==> config.mk <==
export PLATFORM = sky130hd
export DESIGN_NAME = srde_ram
export DESIGN_NICKNAME = d
export VERILOG_FILES = /design/src/hw/rtl/srde_ram.sv
export SDC_FILE = /design/constraint.sdc
export NUM_CORES = 1
export LEC_CHECK = 0
export BUFFER_PORTS_ARGS = -buffer_cell sky130_fd_sc_hd__buf_2
export CORE_MARGIN = 5
export CORE_UTILIZATION = 55
export DETAILED_ROUTE_END_ITERATION = 6
export GPL_TIMING_DRIVEN = 0
export MAX_ROUTING_LAYER = met4
export PLACE_DENSITY = 0.73
export REMOVE_ABC_BUFFERS = 1
export SYNTH_ARGS = -nofsm -noshare
export SYNTH_HDL_FRONTEND = slang
export SYNTH_SLANG_ARGS = --single-unit
==> constraint.sdc <==
create_clock -name clk -period 3.45 [get_ports clk]
set_input_delay 0.69 -clock clk [delete_from_list [all_inputs] [get_ports clk]]
set_output_delay 0.69 -clock clk [all_outputs]
set_load 0.01 [all_outputs]
==> src/hw/rtl/srde_ram.sv <==
// ----------------------------------------------------------------------------
// srde_ram
// Generic single-write, single-read RAM with a registered read port.
// ----------------------------------------------------------------------------
module srde_ram #(
  parameter int unsigned WIDTH = 8,
  parameter int unsigned DEPTH = 16
) (
  input  logic                     clk,
  input  logic                     we,
  input  logic [$clog2(DEPTH)-1:0] waddr,
  input  logic [WIDTH-1:0]         wdata,
  input  logic                     re,
  input  logic [$clog2(DEPTH)-1:0] raddr,
  output logic [WIDTH-1:0]         rdata
);

  logic [WIDTH-1:0] mem [DEPTH];
  logic [WIDTH-1:0] rdata_r;

  always_ff @(posedge clk) begin
    if (we) begin
      mem[waddr] <= wdata;
    end
    if (re) begin
      rdata_r <= mem[raddr];
    end
  end

  assign rdata = rdata_r;

endmodule

==> flow_summary.yaml <==
detailed_routing:
  top_metal_layer_carrying_routed_signals: "met4"
  ant_nets: 0
  detailedRoute.firstIterationViolations: 175
  route.detailed.drc: 0
  detail_route.wirelength.met1_um: 3910
  vias: 2425
  routed_wirelength_um: 9280
  dr_wl_met3_um: 572
  first_pass_iters: 5
  met2_wirelength_um: 4620
  via_per_inst: 5.97
  wl_per_cell_um: 22.9
clocking:
  cts_hold_buffers: 0
  post_cts_setup_bufs: 0
  tritoncts.num_buffers: 17
  clk_path_buf_depth: 2
  post_cts_resize_count: 0
  cts_tree: "built"
  clk_pin_slew_worst_paths_ns: 0.06
  cts.htree.levels: 4
  clock_sink_count: 136
  clock_tree.root_cell: "sky130_fd_sc_hd__clkbuf_8"
  clkLatencyLatePin_ns: 0.51
critical_path:
  critical_path_cell_count: 4
  worst-setup-path-type: "primary input to flop"
  critPathLaunchType: "primary input"
  timing.critical_path.fanout_max: 32
  timing.critical_path.slowest_cell_delay_ns: 0.76
  critical-path-top-delay-family: "buffers and inverters"
  critPathArrivalTime_ns: 2.50
  cp_num_buf_inv: 1
  cp_cell_sequence: "buf_2 > mux4_2 > a22oi_1 > nand2_1"
  critical-path-slowest-cell: "sky130_fd_sc_hd__buf_2"
  reg2regPathDepth: 3
  worstSetupEndpointType: "flop"
  critical_path_required_ns: 3.69
floorplanning:
  start_util_pct: 56.6
  fp.dieW_um: 107
  fp.dieArea_um2: 11600
  floorplan.core_area_um2: 9240
  io_pins: 27
  placement_rows: 35
  die_height_um: 107
run_status:
  run_status: "complete, no violations"
sta:
  final.period_utilization_pct: 65.7
  timing.clock.skew_ns: 0.00622
  timing_worst_slew_pin_value_ns: 1.30
  rsz0062_at_grt: "false"
  period_needed_ns: 2.27
  top_achievable_clock_speed_mhz: 441
  max-slew-margin-rel_pct: 12.6
  timing.final.hold_violations: 0
  setup_total_negative_slack_ns: 0
  finalSetupViolCount: 0
  timing.final.max_slew_violations: 0
synth:
  post-synth-top-area-cell: "sky130_fd_sc_hd__edfxtp_1"
  ys_async_sr_fraction_pct: 0
  postSynthAreaPerCell_um2: 22.8
  synth-seq-area-share_pct: 78.1
  yosysWarningCount: 0
  synth.lib_cells_used.distinct: 18
  synth.area.top_cells: "sky130_fd_sc_hd__edfxtp_1 78%, sky130_fd_sc_hd__mux4_2 7.8%, sky130_fd_sc_hd__mux4_1 7.0%"
  postSynthCellCount: 229
  number_of_flip_flops_and_latches_in_the_synthesized_netlist: 136
  synth_edf_count: 136
  netlist_area_um2: 5230
  synth_largest_type_area_fraction_pct: 78.1
  yosys_most_used_dff: "sky130_fd_sc_hd__edfxtp_1"
placement:
  finalWeightedCongestion: 0.752
  io_buffers: 26
  hpwlAfterDp_um: 5400
  placement.cell_area_um2: 5440
layout:
  layout-drive-gt1-share_pct: 28.2
  design_area_um2: 6020
  fill_cells: 579
  commonest_non_fill_non_tap_cells_in_the_layout: "136 x sky130_fd_sc_hd__edfxtp_1, 26 x sky130_fd_sc_hd__buf_2, 18 x sky130_fd_sc_hd__mux4_2"
  mostFrequentLayoutCell: "sky130_fd_sc_hd__edfxtp_1"
  final_util_pct: 65.1
  multi_input_comb_area_um2: 1070
  register_area_um2: 4080
  finalNetCount: 283
  antennaDiodeCount: 0
  flow.area_growth_from_synthesis_pct: 15.1
pwr:
  power_density_nw_per_um2: 620
  ir_worst_vdd_v: 0.000316
  leakage_nw: 1.97
hold_path:
  hold_path_depth: 1
  min_path_type: "primary input to flop"
global_route:
  grt_pass1_vias: 2524
  maximum_number_of_pins_on_one_net_before_global_route_repair: 33
  grt_antenna_before_repair: 0
  grt_first_pass_wirelength_um: 14600
  global_route.overflow_total: 0
  total_global_route_track_usage_pct: 18.6
job:
  max-cap-violations: 0
[layout make-up]
| class | instances | area share (%) |
|---|---|---|
| flip-flops and latches | 136 | 67.9 |
| multi-input cells | 83 | 17.8 |
| clock buffers | 18 | 6.94 |
| well taps | 129 | 2.68 |
| clock inverters | 14 | 2.54 |
| repair buffers | 26 | 2.16 |
[synthesized netlist by cell type (2+ instances only)]
master / count
sky130_fd_sc_hd__mux4_1: 14
sky130_fd_sc_hd__a22oi_1: 16
sky130_fd_sc_hd__nor3_1: 4
sky130_fd_sc_hd__nand2b_1: 2
sky130_fd_sc_hd__nand2_1: 9
sky130_fd_sc_hd__clkdlybuf4s25_2: 3
sky130_fd_sc_hd__edfxtp_1: 136
sky130_fd_sc_hd__buf_6: 3
sky130_fd_sc_hd__nor2_1: 13
sky130_fd_sc_hd__nand3b_1: 2
sky130_fd_sc_hd__buf_2: 3
sky130_fd_sc_hd__mux4_2: 18
[registers in the layout, indices dropped and copies added, names as in the netlist]
name / flops
rdata: 8
mem: 128
[cell families after synthesis]
kind of cell           share of synthesized area (%)
AO/OA/AOI/OAI                                   2.30
buffers and inverters                           1.65
flip-flops                                      78.1
multiplexers                                    14.8
AND/OR/NAND/NOR                                 3.14
[layer usage]
| layer | track usage, % | up-vias |
|---|---|---|
| met5 | - | - |
| met4 | 7.57 | 0 |
| met3 | 4.98 | 12 |
| met2 | 28.1 | 106 |
| met1 | 24.4 | 1253 |
| li1 | - | 1054 |
[worst paths after layout]
kind,from,to,slack [ns]
max,raddr[0],rdata[0],1.18
min,re,rdata[3],0.51
max reg2reg,mem[11][0],rdata[0],1.87
min reg2reg,mem[6][4],rdata[4],0.75
[report_power, final]
part	leakage (nW)	total, W	switching (W)	internal (W)
combinational	0.476	0.000160	0.0000958	0.0000641
sequential	1.24	0.00187	0.00000796	0.00186
clock	0.257	0.00170	0.000675	0.00103
total	1.97	0.00373	0.000779	0.00296
[stage by stage]
step / hold WS [ns] / power (W) / setup WS (ns) / instances
3_5_place_dp: 0.739 / 0.00207 / 0.582 / 374
3_3_place_gp: 0.736 / 0.00206 / 0.577 / 374
6_report: 0.511 / 0.00373 / 1.18 / 406
4_1_cts: 0.502 / 0.00376 / 1.12 / 406
2_1_floorplan: 0.705 / 0.00198 / 1.27 / 219
5_1_grt: 0.508 / 0.00386 / 1.05 / 406
(Power assumes the default switching activity.)
