**src/hw/rtl/srde_pkg.sv**
```systemverilog
// ----------------------------------------------------------------------------
// srde_pkg
// Types, constants and helper functions of the sorted relocation encoder.
// ----------------------------------------------------------------------------
package srde_pkg;

  localparam int unsigned TABLE_DEPTH   = 1024;
  localparam int unsigned IDX_W         = $clog2(TABLE_DEPTH);
  localparam int unsigned CNT_W         = $clog2(TABLE_DEPTH + 1);
  localparam int unsigned WADDR_W       = 30;
  localparam int unsigned MODE_W        = 8;
  localparam int unsigned ENTRY_W       = WADDR_W + MODE_W;
  localparam int unsigned BADDR_W       = 32;
  localparam int unsigned DELTA_W       = 32;
  localparam int unsigned ENTRY_COUNT_W = 11;
  localparam int unsigned HEADER_W      = 8;
  localparam int unsigned DBYTES_W      = 3;
  localparam int unsigned CLASS_W       = 2;
  localparam int unsigned CLASS_SHIFT   = 6;

  // Stream word layout.
  localparam int unsigned IN_TDATA_W  = 40;
  localparam int unsigned IN_TUSER_W  = 2;
  localparam int unsigned OUT_TDATA_W = 56;
  localparam int unsigned OUT_TUSER_W = 3;
  localparam int unsigned OUT_USED_W  = ENTRY_COUNT_W + HEADER_W + DELTA_W + DBYTES_W;
  localparam int unsigned OUT_PAD_W   = OUT_TDATA_W - OUT_USED_W;
  localparam int unsigned IN_FLAG_LSB = BADDR_W;

  // Delta size limits.
  localparam logic [DELTA_W-1:0] DELTA_LIMIT_1B = DELTA_W'(256);
  localparam logic [DELTA_W-1:0] DELTA_LIMIT_2B = DELTA_W'(65536);

  localparam logic [DBYTES_W-1:0] DBYTES_NONE = 3'd0;
  localparam logic [DBYTES_W-1:0] DBYTES_1    = 3'd1;
  localparam logic [DBYTES_W-1:0] DBYTES_2    = 3'd2;
  localparam logic [DBYTES_W-1:0] DBYTES_4    = 3'd4;

  localparam logic [CLASS_W-1:0] CLASS_1B = 2'd0;
  localparam logic [CLASS_W-1:0] CLASS_2B = 2'd1;
  localparam logic [CLASS_W-1:0] CLASS_4B = 2'd2;

  // Mode map; the third entry is minus one held in eight bits.
  localparam logic [MODE_W-1:0] MODE_MAP [8] = '{
    8'd0, 8'd1, 8'hFF, 8'd2, 8'd3, 8'd4, 8'd5, 8'd6
  };

  typedef enum logic [1:0] {
    CMD_INSERT = 2'd0,
    CMD_READ   = 2'd1,
    CMD_CLEAR  = 2'd2,
    CMD_NONE   = 2'd3
  } cmd_t;

  typedef enum logic [1:0] {
    STAT_OK         = 2'd0,
    STAT_MISALIGNED = 2'd1,
    STAT_FULL       = 2'd2,
    STAT_PAST_END   = 2'd3
  } status_t;

  typedef enum logic [2:0] {
    S_IDLE,
    S_INS_CMP,
    S_INS_WR,
    S_RD_DATA,
    S_RESP
  } state_t;

  typedef struct packed {
    logic [WADDR_W-1:0] waddr;
    logic [MODE_W-1:0]  mode;
  } entry_t;

  // Result of the shared subtract unit.
  typedef struct packed {
    logic [DELTA_W-1:0]  diff;
    logic                borrow;
    logic [CLASS_W-1:0]  size_class;
    logic [DBYTES_W-1:0] delta_bytes;
  } sub_res_t;

  typedef struct packed {
    status_t                  status;
    logic [ENTRY_COUNT_W-1:0] entry_count;
    logic                     record_valid;
    logic [HEADER_W-1:0]      header_byte;
    logic [DELTA_W-1:0]       delta;
    logic [DBYTES_W-1:0]      delta_bytes;
    logic                     last;
  } res_t;

  function automatic logic [MODE_W-1:0] derive_mode(
    input logic undef,
    input logic absl,
    input logic spl,
    input logic sext
  );
    logic [2:0] idx;
    idx = undef ? (absl ? 3'd1 : 3'd3) : (absl ? 3'd0 : 3'd2);
    idx = idx + (spl ? 3'd4 : 3'd0) + (sext ? 3'd2 : 3'd0);
    return MODE_MAP[idx];
  endfunction

endpackage

```
**src/hw/rtl/srde_sub.sv**
```systemverilog
// ----------------------------------------------------------------------------
// srde_sub
// Shared subtractor: insert-order compare and readout delta with size class.
// ----------------------------------------------------------------------------
module srde_sub (
  input  logic [srde_pkg::DELTA_W-1:0] a,
  input  logic [srde_pkg::DELTA_W-1:0] b,
  output srde_pkg::sub_res_t           res
);
  import srde_pkg::*;

  logic [DELTA_W:0] wide;

  // The extra top bit of the widened difference is the borrow, i.e. a < b.
  assign wide = {1'b0, a} - {1'b0, b};

  always_comb begin
    res.diff   = wide[DELTA_W-1:0];
    res.borrow = wide[DELTA_W];
    if (wide[DELTA_W-1:0] < DELTA_LIMIT_1B) begin
      res.size_class  = CLASS_1B;
      res.delta_bytes = DBYTES_1;
    end else if (wide[DELTA_W-1:0] < DELTA_LIMIT_2B) begin
      res.size_class  = CLASS_2B;
      res.delta_bytes = DBYTES_2;
    end else begin
      res.size_class  = CLASS_4B;
      res.delta_bytes = DBYTES_4;
    end
  end

endmodule

```
**config.mk**
```make
export PLATFORM = sky130hd
export DESIGN_NAME = srde_sub
export DESIGN_NICKNAME = d
export VERILOG_FILES = /design/src/hw/rtl/srde_pkg.sv /design/src/hw/rtl/srde_sub.sv
export SDC_FILE = /design/constraint.sdc
export NUM_CORES = 1
export LEC_CHECK = 0
export ABC_CLOCK_PERIOD_IN_PS = 4700
export CAP_MARGIN = 10
export CORE_ASPECT_RATIO = 0.75
export CORE_MARGIN = 8
export CORE_UTILIZATION = 35
export DETAILED_ROUTE_END_ITERATION = 10
export DONT_BUFFER_PORTS = 1
export GPL_TIMING_DRIVEN = 0
export SLEW_MARGIN = 20
export SYNTH_ARGS = -nofsm -noshare
export SYNTH_HDL_FRONTEND = slang
export SYNTH_SLANG_ARGS = --single-unit
```
**constraint.sdc**
```tcl
create_clock -name vclk -period 4.7
set_input_delay 1.175 -clock vclk [all_inputs]
set_output_delay 1.175 -clock vclk [all_outputs]
set_load 0.02 [all_outputs]
```
==> metrics.md <==
| Metric | Value |
|---|---|
| Syn Area/Cell | around 6.5 um2 |
| Peak Freq | about 190 MHz |
| Setup crit end | res[3] |
| First-pass GRT wire length | 12.5 mm |
| # clk buffers | 0 |
| Multi-input gate area | between 2000 and 2500 um2 |
| Vias | around 2,700 |
| IO Count | 102 |
| Syn nets | between 400 and 500 |
| Initial antenna violation count | 0 |
| Final Hold Viols | 0 |
| Most frequent cells in the layout | inv_1, a21oi_1, nand2_1 |
| 1st-iter DRT viols | 153 |
| Slew headroom | a little under half |
| # Max-Cap Violations | 0 |
| Final Max Tran Viols | 0 |
| Pwr Density | ~180 nW/um2 |
| Seq Cell Count | 0 |
| Hold crit path type | primary input to output port |
| Total grt overflow | 0 |
| DP HPWL | 6.70 mm |
| Crit path arrival time | about 4 ns |
| Vias/cell | around 6.0 |
| Die height | 86.6 um |
| Fill count | roughly 700 |
| Critical path class | primary input to output port |
| Pre-Repair DR Iteration Count | 4 |
| WL per Instance | ~18 um |
| Setup ws final | -0.531 ns |
| Failing checks | setup timing |
| Leakage power | between 1 and 1.5 nW |
| Final critical-path share of the clock period | 111% |
| Post-route DRC | 0 |
| Syn. warnings | 0 |
| Status | finished, violations left |
| Worst-Margin Slew | 0.820 ns |
| Final setup violation count | 5 |
| Critical Path Source Type | primary input |
| Pin count of the biggest net entering global routing | 11 |
| IO Port Bufs | 0 |
| Gr usage total | 15.9% |
| Synth top area cells | ha_1, a21oi_1, inv_1, nand2_1, xnor2_1 |
| Syn Std Cell Area | ~2300 um2 |
| Worst-path maximum fanout | 3 |
| Maximum vdd drop | 0.0555 mV |
| Post-Route WL | a little over 8 mm |
| Layout cells sized above 1 | 21.2% |
| Reg area | 0 um2 |
| Antenna fix cells | 0 |
| Post-synthesis cell count | between 300 and 400 |
| DIE AREA | roughly 9500 um2 |
| Critical Path RT | 3.52 ns |
| Tmin final | between 5 and 6 ns |
| Worst setup EP type | output port |
| Vias in the first global route | around 2,500 |
| Layout area overhead | 23.9% |
| RePlAce Congestion | around 0.93 |
| Commonest non-fill, non-tap cell in the layout | inv_1 |
| # rows | 25 |
| Netlist cell types | 60 |
| Die W | between 100 and 150 um |
| Sequential-to-total area share from yosys stat | 0% |
| PnR Total Power | roughly 0.51 mW |
| Setup TNS Final | -2.09 ns |
| Setup crit start | b[6] |
| RSZ-0062 raised after global routing | true |
| Starting Density | 36.6% |
| Core ar. | between 6000 and 7000 um2 |
| CTS Hold Bufs | 0 |
| Cell taking the most area after synthesis | ha_1 |
| Top cell type's share of synthesized area | ~17% |
| Post-DRT Antenna Nets | 0 |
| Final nets | roughly 470 |
[how the worst min path moves through the flow]
stage                     depth (start not counted)  from      to  slack [ns]
final                                             2  b[0]  res[6]        2.54
after global routing                              2  b[0]  res[6]        2.54
after CTS                                         2  b[0]  res[6]        2.54
after detailed placement                          2  b[0]  res[6]        2.54
after global placement                            2  b[0]  res[6]        2.54
after floorplan                                   2  b[0]  res[6]        2.53
[where the power goes]
group          internal, mW  switching, mW
clock network             0              0
logic                 0.171          0.336
registers                 0              0
total                 0.171          0.336
[layer usage]
layer	wire length [um]	up-vias	GRT usage [%]
li1	-	1307	-
met1	3750	1272	22.3
met2	3680	97	25.3
met3	672	4	2.82
met4	38	0	0.856
met5	0	-	0
[final cells by class]
| type | instances | area share [%] |
|---|---|---|
| Timing Repair Buffer | 13 | 3.39 |
| Tap cell | 81 | 3.52 |
| Multi-Input combinational cell | 303 | 84.7 |
| Buffer | 9 | 1.78 |
| Inverter | 43 | 6.56 |
[repair_timing]
action,CTS,global route
gates resized for setup,46,14
pin swaps,24,6
cloned,0,0
setup buffers,10,4
setup endpoints to repair,8,5
[per-stage QoR]
stage | cell area (um2) | hold WS, ns | util [%] | cells | worst slack (ns)
floorplan | 2450 | 2.53 | - | 360 | -0.321
detailed placement | 2550 | 2.54 | 40.1 | 441 | -1.03
global placement | 2550 | 2.54 | 40.1 | 441 | -0.952
global route | 2880 | 2.54 | 45.3 | 449 | -0.605
CTS | 2810 | 2.54 | 44.2 | 448 | -0.497
finish | 2880 | 2.54 | 45.3 | 449 | -0.531
[cells in the mapped netlist (all sizes together), types with 2 or more instances]
library cell,n
xor2,8
clkbuf,8
xnor2,14
nand3,13
a21oi,44
o211ai,6
nor2,25
nand2b,6
ha,32
a21boi,2
nand4,8
a211oi,8
and4,2
o21bai,2
o21a,7
inv,43
o211a,2
nor4,5
a21o,8
and2,5
a2111oi,2
o2111ai,2
nor3,11
and3,6
buf,6
nor2b,2
nand2,33
o21ai,25
nor3b,4
[critical path: stages]
cell       delay, ns
inv_12          0.01
ha_4            0.22
a21o_1          0.21
a31oi_4         0.23
o21ai_4         0.09
or3b_4          0.41
a2111oi_4       0.28
and4b_4         0.28
nor4_4          0.30
nand4_1         0.25
nor3b_4         0.39
buf_6           0.17
[kinds of logic (layout without fill, tap and decap cells)]
family | count (synthesis) | after routing | share of synthesized area (%)
AOI/OAI and AO/OA | 118 | 118 | 33.8
xor gates and xnor gates | 22 | 22 | 8.29
buffers and inverters | 57 | 65 | 10.0
and+or+nand+nor | 129 | 129 | 29.4
adders and majority gates | 33 | 33 | 18.1
muxes | 1 | 1 | 0.431
Power figures use the tool's default switching activity.
